`src/rtl/cfb_pkg.sv`:
```
// shared types and constants for the checksummed frame builder
`default_nettype none

package cfb_pkg;

   localparam int BUF_DEPTH_DEFAULT = 64;
   localparam int RESULT_CAP = 64;
   localparam int FILL_W = 7;
   localparam int LIMIT_W = 7;
   localparam int SUM_W = 10;
   localparam int CSR_ADDR_W = 3;
   localparam int CSR_DATA_W = 32;

   localparam logic [LIMIT_W-1:0] LIMIT_RESET = 7'd64;
   localparam logic [FILL_W-1:0] HEADER_LEN = 7'd5;
   localparam logic [7:0] SOF_BYTE = 8'hBB;
   localparam logic [7:0] EOF_BYTE = 8'h7E;
   localparam logic CSR_IDX_LIMIT = 1'b0;

   typedef enum logic [1:0] {
      FUNC_BEGIN,
      FUNC_PUSH,
      FUNC_END,
      FUNC_NOP
   } func_type;

   typedef enum logic [1:0] {
      ST_IDLE,
      ST_EXEC,
      ST_EMIT
   } state_type;

   typedef struct packed {
      func_type func;
      logic [7:0] data_byte;
      logic [7:0] group_len;
      logic group_first;
      logic [7:0] command;
      logic [7:0] info_kind;
   } req_type;

   typedef struct packed {
      logic status;
      logic [7:0] frame_byte;
      logic frame_valid;
      logic frame_last;
   } rsp_type;

   typedef struct packed {
      logic [7:0] op_a;
      logic [7:0] op_b;
      logic [7:0] op_c;
      logic [LIMIT_W-1:0] bound;
   } alu_req_type;

   typedef struct packed {
      logic [SUM_W-1:0] sum;
      logic below;
   } alu_rsp_type;

endpackage

`default_nettype wire

```
`src/rtl/cfb_ram.sv`:
```
// generic single-port-write ram with registered read
`default_nettype none

module cfb_ram #(
   parameter int WIDTH = 8,
   parameter int DEPTH = 64
) (
   input  wire logic                     clock,
   input  wire logic                     we,
   input  wire logic [$clog2(DEPTH)-1:0] waddr,
   input  wire logic [WIDTH-1:0]         wdata,
   input  wire logic [$clog2(DEPTH)-1:0] raddr,
   output logic [WIDTH-1:0]              rdata
);

   logic [WIDTH-1:0] mem [DEPTH];

   always_ff @(posedge clock) begin
      if (we) begin
         mem[waddr] <= wdata;
      end
      rdata <= mem[raddr];
   end

endmodule

`default_nettype wire

```
`src/rtl/cfb_alu.sv`:
```
// shared three-input adder with bound compare
`default_nettype none

module cfb_alu (
   input  wire cfb_pkg::alu_req_type req,
   output cfb_pkg::alu_rsp_type      rsp
);

   logic [cfb_pkg::SUM_W-1:0] sum;

   assign sum = cfb_pkg::SUM_W'(req.op_a) + cfb_pkg::SUM_W'(req.op_b)
              + cfb_pkg::SUM_W'(req.op_c);

   assign rsp.sum = sum;
   assign rsp.below = sum < cfb_pkg::SUM_W'(req.bound);

endmodule

`default_nettype wire

```
`src/rtl/cfb_ctrl.sv`:
```
// sequencer and frame state for the frame builder
`default_nettype none

module cfb_ctrl #(
   parameter int BUF_DEPTH = cfb_pkg::BUF_DEPTH_DEFAULT
) (
   input  wire logic                             clock,
   input  wire logic                             reset,
   input  wire logic                             start,
   input  wire cfb_pkg::req_type                 req_item,
   output logic                                  busy,
   input  wire logic [cfb_pkg::LIMIT_W-1:0]      limit,
   output cfb_pkg::alu_req_type                  alu_req,
   input  wire cfb_pkg::alu_rsp_type             alu_rsp,
   output logic                                  ram_we,
   output logic [$clog2(BUF_DEPTH)-1:0]          ram_waddr,
   output logic [7:0]                            ram_wdata,
   output logic [$clog2(BUF_DEPTH)-1:0]          ram_raddr,
   input  wire logic [7:0]                       ram_rdata,
   output logic                                  rsp_strobe,
   output cfb_pkg::rsp_type                      rsp_item
);

   localparam int ADDR_W = $clog2(BUF_DEPTH);
   localparam int FW = cfb_pkg::FILL_W;

   cfb_pkg::state_type state_ff, state_in;
   cfb_pkg::req_type item_ff, item_in;
   logic open_ff, open_in;
   logic [FW-1:0] fill_ff, fill_in;
   logic ga_ff, ga_in;
   logic [FW-1:0] idx_ff, idx_in;
   logic [7:0] sum_ff, sum_in;
   logic rsp_strobe_ff, rsp_strobe_in;
   cfb_pkg::rsp_type rsp_ff, rsp_in;

   logic [FW-1:0] plen;
   logic [FW-1:0] end_idx;
   logic emit_last;
   logic room;
   logic ok;
   logic store;

   assign plen = fill_ff - cfb_pkg::HEADER_LEN;
   assign end_idx = fill_ff + FW'(1);
   assign emit_last = idx_ff == end_idx;
   assign room = {2'b00, fill_ff} < 9'(BUF_DEPTH);
   assign ok = item_ff.group_first ? alu_rsp.below : (ga_ff && alu_rsp.below);
   assign store = ok && room;

   always_comb begin
      state_in = state_ff;
      unique case (state_ff)
         cfb_pkg::ST_IDLE: begin
            if (start) begin
               state_in = cfb_pkg::ST_EXEC;
            end
         end
         cfb_pkg::ST_EXEC: begin
            if (item_ff.func == cfb_pkg::FUNC_END && open_ff) begin
               state_in = cfb_pkg::ST_EMIT;
            end else begin
               state_in = cfb_pkg::ST_IDLE;
            end
         end
         cfb_pkg::ST_EMIT: begin
            if (emit_last) begin
               state_in = cfb_pkg::ST_IDLE;
            end
         end
         default: begin
            state_in = cfb_pkg::ST_IDLE;
         end
      endcase
   end

   always_comb begin
      item_in = item_ff;
      open_in = open_ff;
      fill_in = fill_ff;
      ga_in = ga_ff;
      idx_in = idx_ff;
      sum_in = sum_ff;
      rsp_strobe_in = 1'b0;
      rsp_in = '0;
      ram_we = 1'b0;
      alu_req.op_a = sum_ff;
      alu_req.op_b = ram_rdata;
      alu_req.op_c = 8'd0;
      alu_req.bound = limit;
      unique case (state_ff)
         cfb_pkg::ST_IDLE: begin
            if (start) begin
               item_in = req_item;
            end
         end
         cfb_pkg::ST_EXEC: begin
            rsp_strobe_in = 1'b1;
            rsp_in.frame_last = 1'b1;
            unique case (item_ff.func)
               cfb_pkg::FUNC_BEGIN: begin
                  if (open_ff) begin
                     rsp_in.status = 1'b1;
                  end else begin
                     open_in = 1'b1;
                     fill_in = cfb_pkg::HEADER_LEN;
                     ga_in = 1'b0;
                  end
               end
               cfb_pkg::FUNC_PUSH: begin
                  alu_req.op_a = 8'(fill_ff);
                  alu_req.op_b = item_ff.group_first ? item_ff.group_len : 8'd1;
                  alu_req.op_c = 8'd2;
                  if (!open_ff) begin
                     rsp_in.status = 1'b1;
                  end else begin
                     ga_in = store;
                     rsp_in.status = !store;
                     if (store) begin
                        ram_we = 1'b1;
                        fill_in = fill_ff + FW'(1);
                     end
                  end
               end
               cfb_pkg::FUNC_END: begin
                  if (!open_ff) begin
                     rsp_in.status = 1'b1;
                  end else begin
                     rsp_strobe_in = 1'b0;
                     alu_req.op_a = item_ff.command;
                     alu_req.op_b = item_ff.info_kind;
                     alu_req.op_c = 8'(plen);
                     sum_in = alu_rsp.sum[7:0];
                     idx_in = '0;
                  end
               end
               cfb_pkg::FUNC_NOP: begin
                  rsp_in.status = 1'b0;
               end
               default: begin
                  rsp_in.status = 1'b0;
               end
            endcase
         end
         cfb_pkg::ST_EMIT: begin
            rsp_strobe_in = 1'b1;
            rsp_in.frame_valid = 1'b1;
            rsp_in.frame_last = emit_last;
            idx_in = idx_ff + FW'(1);
            if (idx_ff >= cfb_pkg::HEADER_LEN && idx_ff < fill_ff) begin
               sum_in = alu_rsp.sum[7:0];
            end
            priority if (idx_ff == FW'(0)) begin
               rsp_in.frame_byte = cfb_pkg::SOF_BYTE;
            end else if (idx_ff == FW'(1)) begin
               rsp_in.frame_byte = item_ff.command;
            end else if (idx_ff == FW'(2)) begin
               rsp_in.frame_byte = item_ff.info_kind;
            end else if (idx_ff == FW'(3)) begin
               rsp_in.frame_byte = 8'd0;
            end else if (idx_ff == FW'(4)) begin
               rsp_in.frame_byte = 8'(plen);
            end else if (idx_ff < fill_ff) begin
               rsp_in.frame_byte = ram_rdata;
            end else if (idx_ff == fill_ff) begin
               rsp_in.frame_byte = sum_ff;
            end else begin
               rsp_in.frame_byte = cfb_pkg::EOF_BYTE;
            end
            if (emit_last) begin
               open_in = 1'b0;
               ga_in = 1'b0;
            end
         end
         default: begin
            rsp_strobe_in = 1'b0;
         end
      endcase
   end

   always_ff @(posedge clock) begin
      if (reset) begin
         state_ff <= cfb_pkg::ST_IDLE;
         open_ff <= 1'b0;
         fill_ff <= '0;
         ga_ff <= 1'b0;
         rsp_strobe_ff <= 1'b0;
      end else begin
         state_ff <= state_in;
         open_ff <= open_in;
         fill_ff <= fill_in;
         ga_ff <= ga_in;
         rsp_strobe_ff <= rsp_strobe_in;
      end
   end

   always_ff @(posedge clock) begin
      item_ff <= item_in;
      idx_ff <= idx_in;
      sum_ff <= sum_in;
      rsp_ff <= rsp_in;
   end

   assign busy = state_ff != cfb_pkg::ST_IDLE;
   assign ram_waddr = ADDR_W'(fill_ff);
   assign ram_wdata = item_ff.data_byte;
   assign ram_raddr = ADDR_W'(idx_in);
   assign rsp_strobe = rsp_strobe_ff;
   assign rsp_item = rsp_ff;

endmodule

`default_nettype wire

```
`src/rtl/checksummed_frame_builder.sv`:
```
// top level of the checksummed frame builder
//
// Begin, push, no-operation and rejected end transactions go through the
// cycle in which start is taken and one pass through the shared adder, with
// the single result shown in the cycle after that pass. A successful end has
// a set-up step that forms the header part of the checksum, then one frame
// byte per cycle, payload bytes read from the frame store, the running sum
// kept in the same shared adder. busy is high in the set-up and emit states,
// low again as the last result shows. Results carry no back-pressure: each
// is on rsp_item for the single cycle that rsp_strobe marks; frame bytes of
// one frame come in consecutive cycles. The store needs no clearing after reset.
`default_nettype none

module checksummed_frame_builder #(
   parameter int BUF_DEPTH = cfb_pkg::BUF_DEPTH_DEFAULT
) (
   input  wire logic                                clock,
   input  wire logic                                reset,
   input  wire logic                                start,
   output logic                                     busy,
   input  wire cfb_pkg::req_type                    req_item,
   output logic                                     rsp_strobe,
   output cfb_pkg::rsp_type                         rsp_item,
   input  wire logic                                psel,
   input  wire logic                                penable,
   input  wire logic                                pwrite,
   input  wire logic [cfb_pkg::CSR_ADDR_W-1:0]      paddr,
   input  wire logic [cfb_pkg::CSR_DATA_W-1:0]      pwdata,
   output logic [cfb_pkg::CSR_DATA_W-1:0]           prdata,
   output logic                                     pready
);

   localparam int ADDR_W = $clog2(BUF_DEPTH);
   localparam int CAP = (BUF_DEPTH < cfb_pkg::RESULT_CAP) ? BUF_DEPTH : cfb_pkg::RESULT_CAP;
   localparam logic [cfb_pkg::LIMIT_W-1:0] CAP_LIMIT = cfb_pkg::LIMIT_W'(CAP);

   logic [cfb_pkg::LIMIT_W-1:0] limit_ff, limit_in;
   logic [cfb_pkg::LIMIT_W-1:0] limit_eff;
   logic csr_wr;

   cfb_pkg::alu_req_type alu_req;
   cfb_pkg::alu_rsp_type alu_rsp;
   logic ram_we;
   logic [ADDR_W-1:0] ram_waddr;
   logic [7:0] ram_wdata;
   logic [ADDR_W-1:0] ram_raddr;
   logic [7:0] ram_rdata;

   assign pready = 1'b1;
   assign csr_wr = psel && penable && pwrite && pready
                && (paddr[cfb_pkg::CSR_ADDR_W-1] == cfb_pkg::CSR_IDX_LIMIT);
   assign limit_in = csr_wr ? pwdata[cfb_pkg::LIMIT_W-1:0] : limit_ff;
   assign limit_eff = (limit_ff > CAP_LIMIT) ? CAP_LIMIT : limit_ff;
   assign prdata = (paddr[cfb_pkg::CSR_ADDR_W-1] == cfb_pkg::CSR_IDX_LIMIT)
                 ? cfb_pkg::CSR_DATA_W'(limit_ff) : '0;

   always_ff @(posedge clock) begin
      if (reset) begin
         limit_ff <= cfb_pkg::LIMIT_RESET;
      end else begin
         limit_ff <= limit_in;
      end
   end

   cfb_ctrl #(
      .BUF_DEPTH(BUF_DEPTH)
   ) u_ctrl (
      .clock(clock),
      .reset(reset),
      .start(start),
      .req_item(req_item),
      .busy(busy),
      .limit(limit_eff),
      .alu_req(alu_req),
      .alu_rsp(alu_rsp),
      .ram_we(ram_we),
      .ram_waddr(ram_waddr),
      .ram_wdata(ram_wdata),
      .ram_raddr(ram_raddr),
      .ram_rdata(ram_rdata),
      .rsp_strobe(rsp_strobe),
      .rsp_item(rsp_item)
   );

   cfb_alu u_alu (
      .req(alu_req),
      .rsp(alu_rsp)
   );

   cfb_ram #(
      .WIDTH(8),
      .DEPTH(BUF_DEPTH)
   ) u_store (
      .clock(clock),
      .we(ram_we),
      .waddr(ram_waddr),
      .wdata(ram_wdata),
      .raddr(ram_raddr),
      .rdata(ram_rdata)
   );

endmodule

`default_nettype wire

```
`config.mk`:
```
export PLATFORM = sky130hd
export DESIGN_NAME = checksummed_frame_builder
export DESIGN_NICKNAME = d
export VERILOG_FILES = /design/src/rtl/cfb_pkg.sv /design/src/rtl/cfb_ram.sv /design/src/rtl/cfb_alu.sv /design/src/rtl/cfb_ctrl.sv /design/src/rtl/checksummed_frame_builder.sv
export SDC_FILE = /design/constraint.sdc
export NUM_CORES = 1
export LEC_CHECK = 0
export BUFFER_PORTS_ARGS = -buffer_cell sky130_fd_sc_hd__buf_2
export CORE_UTILIZATION = 40
export DETAILED_ROUTE_END_ITERATION = 6
export GPL_ROUTABILITY_DRIVEN = 0
export GPL_TIMING_DRIVEN = 0
export PLACE_DENSITY_LB_ADDON = 0.1
export SYNTH_ARGS = -nofsm -noshare
export SYNTH_HDL_FRONTEND = slang
export SYNTH_SLANG_ARGS = --single-unit
```
`constraint.sdc`:
```
create_clock -name clock -period 7.2 [get_ports clock]
set_input_delay 0.36 -clock clock [delete_from_list [all_inputs] [get_ports clock]]
set_output_delay 0.36 -clock clock [all_outputs]
set_load 0.05 [all_outputs]
```
-- After elaboration in Yosys (flattened, before gate mapping)
Memories as Yosys holds them, arrays and structs flattened. A register that Yosys moved wholly into a read port is not among the register bits.
Cells that the tools add are included.
- flip-flop bits (word level): 80
- memory bits (writable): 512
- bits of input ports: 76
- logic and storage cells: 128
- memories: 1
- memory list (memory ; words ; width ; read ports ; clocked after Yosys merged registers in ; write ports ; RTL line ; text):
    u_store.mem ; 64 ; 8 ; 1 ; 1 ; 1 ; cfb_ram.sv:16 ; logic [WIDTH-1:0] mem [DEPTH];
- add/sub/neg operators: 5
- magnitude comparators: 5
- eq/ne operators: 23
- muxes and demuxes: 50
- bitwise operators: 2
- reduce and logical (&&, ||, !) cells: 22
- operator list (cell ; count):
    $mux 8 ; 11
    $mux 7 ; 7
    $mux 24 ; 2
    $pmux 24 s2 ; 1
    $pmux 7 s2 ; 2
    $mux 1 ; 16
    $pmux 8 s2 ; 1
    $add 7x1->7 const B ; 2
    $eq 7x2->1 const B ; 2
    $eq 7x7->1 ; 2
    $ne 2x1->1 const B ; 6
    $add 10x8->10 ; 1
    $lt 10x7->1 ; 1
    $pmux 1 s2 ; 5
    $reduce_and 5->1 ; 2
    $add 8x8->9 ; 1
    $eq 7x1->1 const B ; 1
    $eq 7x3->1 const B ; 1
    $ge 7x3->1 const B ; 1
    $gt 7x7->1 const B ; 1
    $logic_and 1x1->1 ; 7
    $logic_not 7->1 ; 1
    $lt 7x7->1 ; 1
    $lt 7x7->1 const B ; 1
    other kinds (17) ; 31

-- Longest topological paths before layout
- depth after elaboration: 16
- mapped depth: 27
- mapped depth without buffers: 26

-- Hierarchy
A second synthesis with hierarchy kept.
- cells, all modules: 1527
- area, all modules: 25729.7 um^2
- modules (own cells, without submodules) (module ; times used ; cells an instance ; area each (um^2)):
    cfb_ram ; 1 ; 940 ; 20166.8
    cfb_ctrl ; 1 ; 429 ; 4222.8
    cfb_alu ; 1 ; 85 ; 716.9
    checksummed_frame_builder ; 1 ; 73 ; 623.1

-- Worst setup path after synthesis
OpenSTA, ideal clock, no wires.
- kind: reg2reg
- from: reg u_ctrl.item_ff[33] in the netlist's numbering
- to: mem u_store.mem[13][0] (enable)
- data arrival time: 5.807 ns
- path slack: 0.998 ns
- cell stages (with the launch flop): 25
- cells stage by stage: edfxtp_1 inv_1 ha_1 and2_1 clkbuf_1 o21ai_1 a221o_1 ha_1 fa_1 a21o_1 a211oi_1 nor2_1 ha_1 o21ai_0 nor2_1 nor2_1 xnor2_1 ha_1 nand4_1 a311oi_1 o31ai_1 o211ai_1 nor3_4 nand3_2 nor4_1
- RTL lines (item ; RTL line ; text):
    from (decl) ; cfb_ctrl.sv:28 ; cfb_pkg::req_type item_ff, item_in;
    from (signal assigned) ; cfb_ctrl.sv:198 ; item_ff <= item_in;
    to (decl) ; cfb_ram.sv:16 ;

==> metrics.txt <==
status=finished with violations; violated checks=DRC; post-synth top area share=0.6476; startpoint types=flop; Cells after Synth=1799; setup TNS=0 ps; DP Cell Count=approximately 2800; Hold Crit Class=input port to flop; Cells on Worst Hold Path=3; Seq cells post-synth=600; EDFF count, synth=roughly 560; P_leak=0.01124 uW; Initial Util=0.4065; all-layer global routing usage=0.2303; post-route ant nets=0; clk_skew=about 24 ps; Layout Utilization=0.4933; IO Port Bufs=68; drt first pass iters=7; Fill cells=approximately 5400; DR WL/cell=25.69 um; Mapped Avg Cell Area=roughly 14 um2; kind of critical path=flop to flop; CP max FO=10; area leader, netlist=edfxtp_1; Pint=6244 uW; Vias/cell=~5.6; Fin. Hold Viols=0; Nets=2163; Post-DP HPWL=53680 um; Yosys cell types=a little under 80; HP Start=start; sequential share of power=0.487; Sw Share=0.2145; Psw=between 1500 and 2000 uW; Reg2Reg Capture Point=u_store.mem[5][1]; period utilisation layout=0.9481; htree depth=3; Slew Viols, Final=0; Worst Setup End Kind=flop; Root Driver=clkbuf_16; dpl ws=-1027 ps; crit path DAT=about 7000 ps; Die Y=approximately 260 um; area delta synth->final=21.34%; clock tree buffer depth=3; die width=about 260 um; R2R depth=25; largest net degree at the start of global routing=36; worst r2r src=u_ctrl.item_ff[34]; DR vias=between 15000 and 20000; Clock Sinks=600; most used flip-flop cell after synthesis=edfxtp_1; unrepaired setup endpoints after global routing=true; die area=between 60000 and 70000 um2; worst-skew pair later-pin latency=around 620 ps; Critical Path RT=7440 ps; Synth Cell Area=between 20000 and 30000 um2; Peak VDD IR=about 0.15 mV; CTS Buf Count=68; grt ovf=0; R2R setup slack=approximately 370 ps; vias in the first global route=around 16000; global-route wire length before repair=110100 um; Final Non-Filler Cells=~2900; layout cells sized above 1=0.1950; ys async rst share=0; top cells by area, synth=edfxtp_1, mux2i_1, dfxtp_1; clock power share=0.455; register area share after synthesis=0.6817; final setup fails=0; DRC=6; PD cells=about 250 nW/um2; Tightest Pin Transition=1249 ps; yosys synthesis warning count=0; Slew headroom=0.1676; I/O Pins=about 120; TritonCTS clock tree=done; final critical-path setup slack=around 370 ps; Antenna Cells=0; initial DRC count=1485; initial antenna violation count=1; Period minus WS final=between 6000 and 7000 ps; clock transition at the registers of the reported paths=approximately 60 ps; Core Region=between 60000 and 70000 um2; Worst Hold Endpoint=u_ctrl.state_ff[0]; Achievable Freq=146.5 MHz; MaxCap Viol Count=0; Routed Wire Length=around 75000 um; row count=just over 90; combinational share of power=0.058
-- how the worst max path moves through the flow --
stage,from,endpoint,slack [ps],cells past startpoint
2_1_floorplan,u_ctrl.item_ff[33],u_store.mem[13][0],1000,24
3_3_place_gp,u_ctrl.item_ff[33],u_store.mem[12][0],-1030,24
3_5_place_dp,u_ctrl.item_ff[33],u_store.mem[59][2],-1030,24
4_1_cts,u_ctrl.item_ff[33],u_store.mem[54][5],20,24
5_1_grt,u_ctrl.item_ff[34],u_store.mem[5][7],-90,25
6_report,u_ctrl.item_ff[34],u_store.mem[5][1],370,25
-- kinds of logic after synthesis --
logic type | share of synthesized area
other cells | 0.0002913
flops | 0.6817
simple gates | 0.07799
mux | 0.07595
buf+inv | 0.03504
fa+ha+maj | 0.02194
compound gates | 0.09691
xor+xnor | 0.01014
-- layer usage --
layer	GRT usage	wire, um	part of all wire	vias to the layer above
li1	-	-	-	7395
met1	0.3204	34010	0.45	8388
met2	0.3631	34910	0.46	525
met3	0.03773	3883	0.051	137
met4	0.08666	2689	0.036	0
met5	0	0	0	-
-- per-stage QoR --
stage,hold slack (ps),total power [uW],area [um2]
3_5_place_dp,479.3,4378,27900
4_1_cts,60.79,8002,31070
6_report,96.26,7949,31290
5_1_grt,101.3,8165,31290
3_3_place_gp,479.3,4335,27270
2_1_floorplan,432.8,4205,25870
-- worst max-delay path, cell delays in order (launching register included) --
cell      delay, ps
edfxtp_1        420
inv_1           130
ha_1            290
and2_1          170
clkbuf_2        190
and3_1          250
clkbuf_1        180
a222oi_1        310
inv_1           160
fa_1            440
a21o_1          180
a211oi_1        260
nor2_1           80
ha_1            340
o21ai_0         100
nor2_1          220
nor2_1           90
xnor2_1         190
ha_1            280
nand4_1         120
a311oi_1         60
o31ai_2         290
o211ai_1        240
nor3_4          330
nand3_2         360
nor2_1          740
-- layout by cell type (no fill, tap or decap), types with 9 or more instances in the layout --
cell type and count:
a211oi_1 16, a21oi_1 111, a221o_1 9, a221oi_1 17, a222oi_1 13, a32o_1 16, and3_1 10, buf_12 10
buf_16 18, buf_2 100, buf_4 43, bufinv_16 10, clkbuf_1 49, clkbuf_16 72, conb_1 26, dfxtp_1 44
dlygate4sd3_1 43, edfxtp_1 556, ha_1 42, inv_1 50, mux2i_1 118, mux4_2 34, nand2_1 197, nand3_1 22
nor2_1 54, nor2_2 19, nor2_4 38, nor2b_1 14, nor3_1 14, nor4_1 14, o21ai_0 36, o221ai_1 16
o22ai_1 52, o31ai_1 10, xnor2_1 20
-- cells in the mapped netlist (6+ instances only) --
cell	count
nor2b_1	14
o31ai_1	11
o22ai_1	52
nand2_1	197
dfxtp_1	44
a211oi_1	16
a21o_1	6
xnor2_1	20
nand3_1	23
buf_2	32
nor4b_1	8
a222oi_1	13
buf_1	6
and2_1	8
a221o_1	9
nor4_1	17
a221oi_1	17
a21oi_1	111
or4b_1	8
o221ai_1	16
nor3_1	16
a2bb2oi_1	8
mux4_2	34
a32o_1	16
o21ai_0	36
a2111o_1	7
mux2i_1	118
inv_1	50
o211ai_1	6
clkbuf_1	38
nor2_1	111
buf_4	36
xor2_1	8
and3_1	10
ha_1	42
edfxtp_1	556
buf_6	8
-- power groups by stage --
stage                     Clock (uW)  Sequential (uW)  Combinational, uW
after global placement             0             4000                331
after floorplan                    0             3960                250
final                           3620             3870                461
after CTS                       3670             3870                458
after global routing            3790             3870                505
after detailed placement           0             3940                435
-- state kept, by name, summed over array words and instances, names as in the netlist --
signal             cells
limit_ff               7
u_ctrl.state_ff        2
u_ctrl.ga_ff           1
u_store.mem          512
u_ctrl.item_ff        27
u_ctrl.rsp_item       11
u_ctrl.rsp_strobe      1
u_ctrl.open_ff         1
u_ctrl.fill_ff         7
u_store.rdata          8
u_ctrl.idx_ff          7
u_ctrl.sum_ff          8
u_ctrl.ram_wdata       8
-- layout make-up --
type | instances | area, um2 | area share
plain buffers | 121 | 726.9 | 0.02324
clock buffers | 90 | 1899 | 0.06071
clock inverters | 29 | 427.9 | 0.01368
inverters | 54 | 202.7 | 0.006479
multi-input cells | 1048 | 7806 | 0.2495
flip-flops and latches | 600 | 17580 | 0.5618
well taps | 846 | 1059 | 0.03383
repair buffers | 150 | 1587 | 0.05071
-- repair_timing --
action	in CTS	in global routing
hold endpoints to repair	43	0
endpoints found under the setup margin	511	516
resized for setup	92	25
pin swaps	5	16
cloned	0	0
hold buffers	43	0
buffers inserted	5	7
Power figures use the tool's default switching activity.
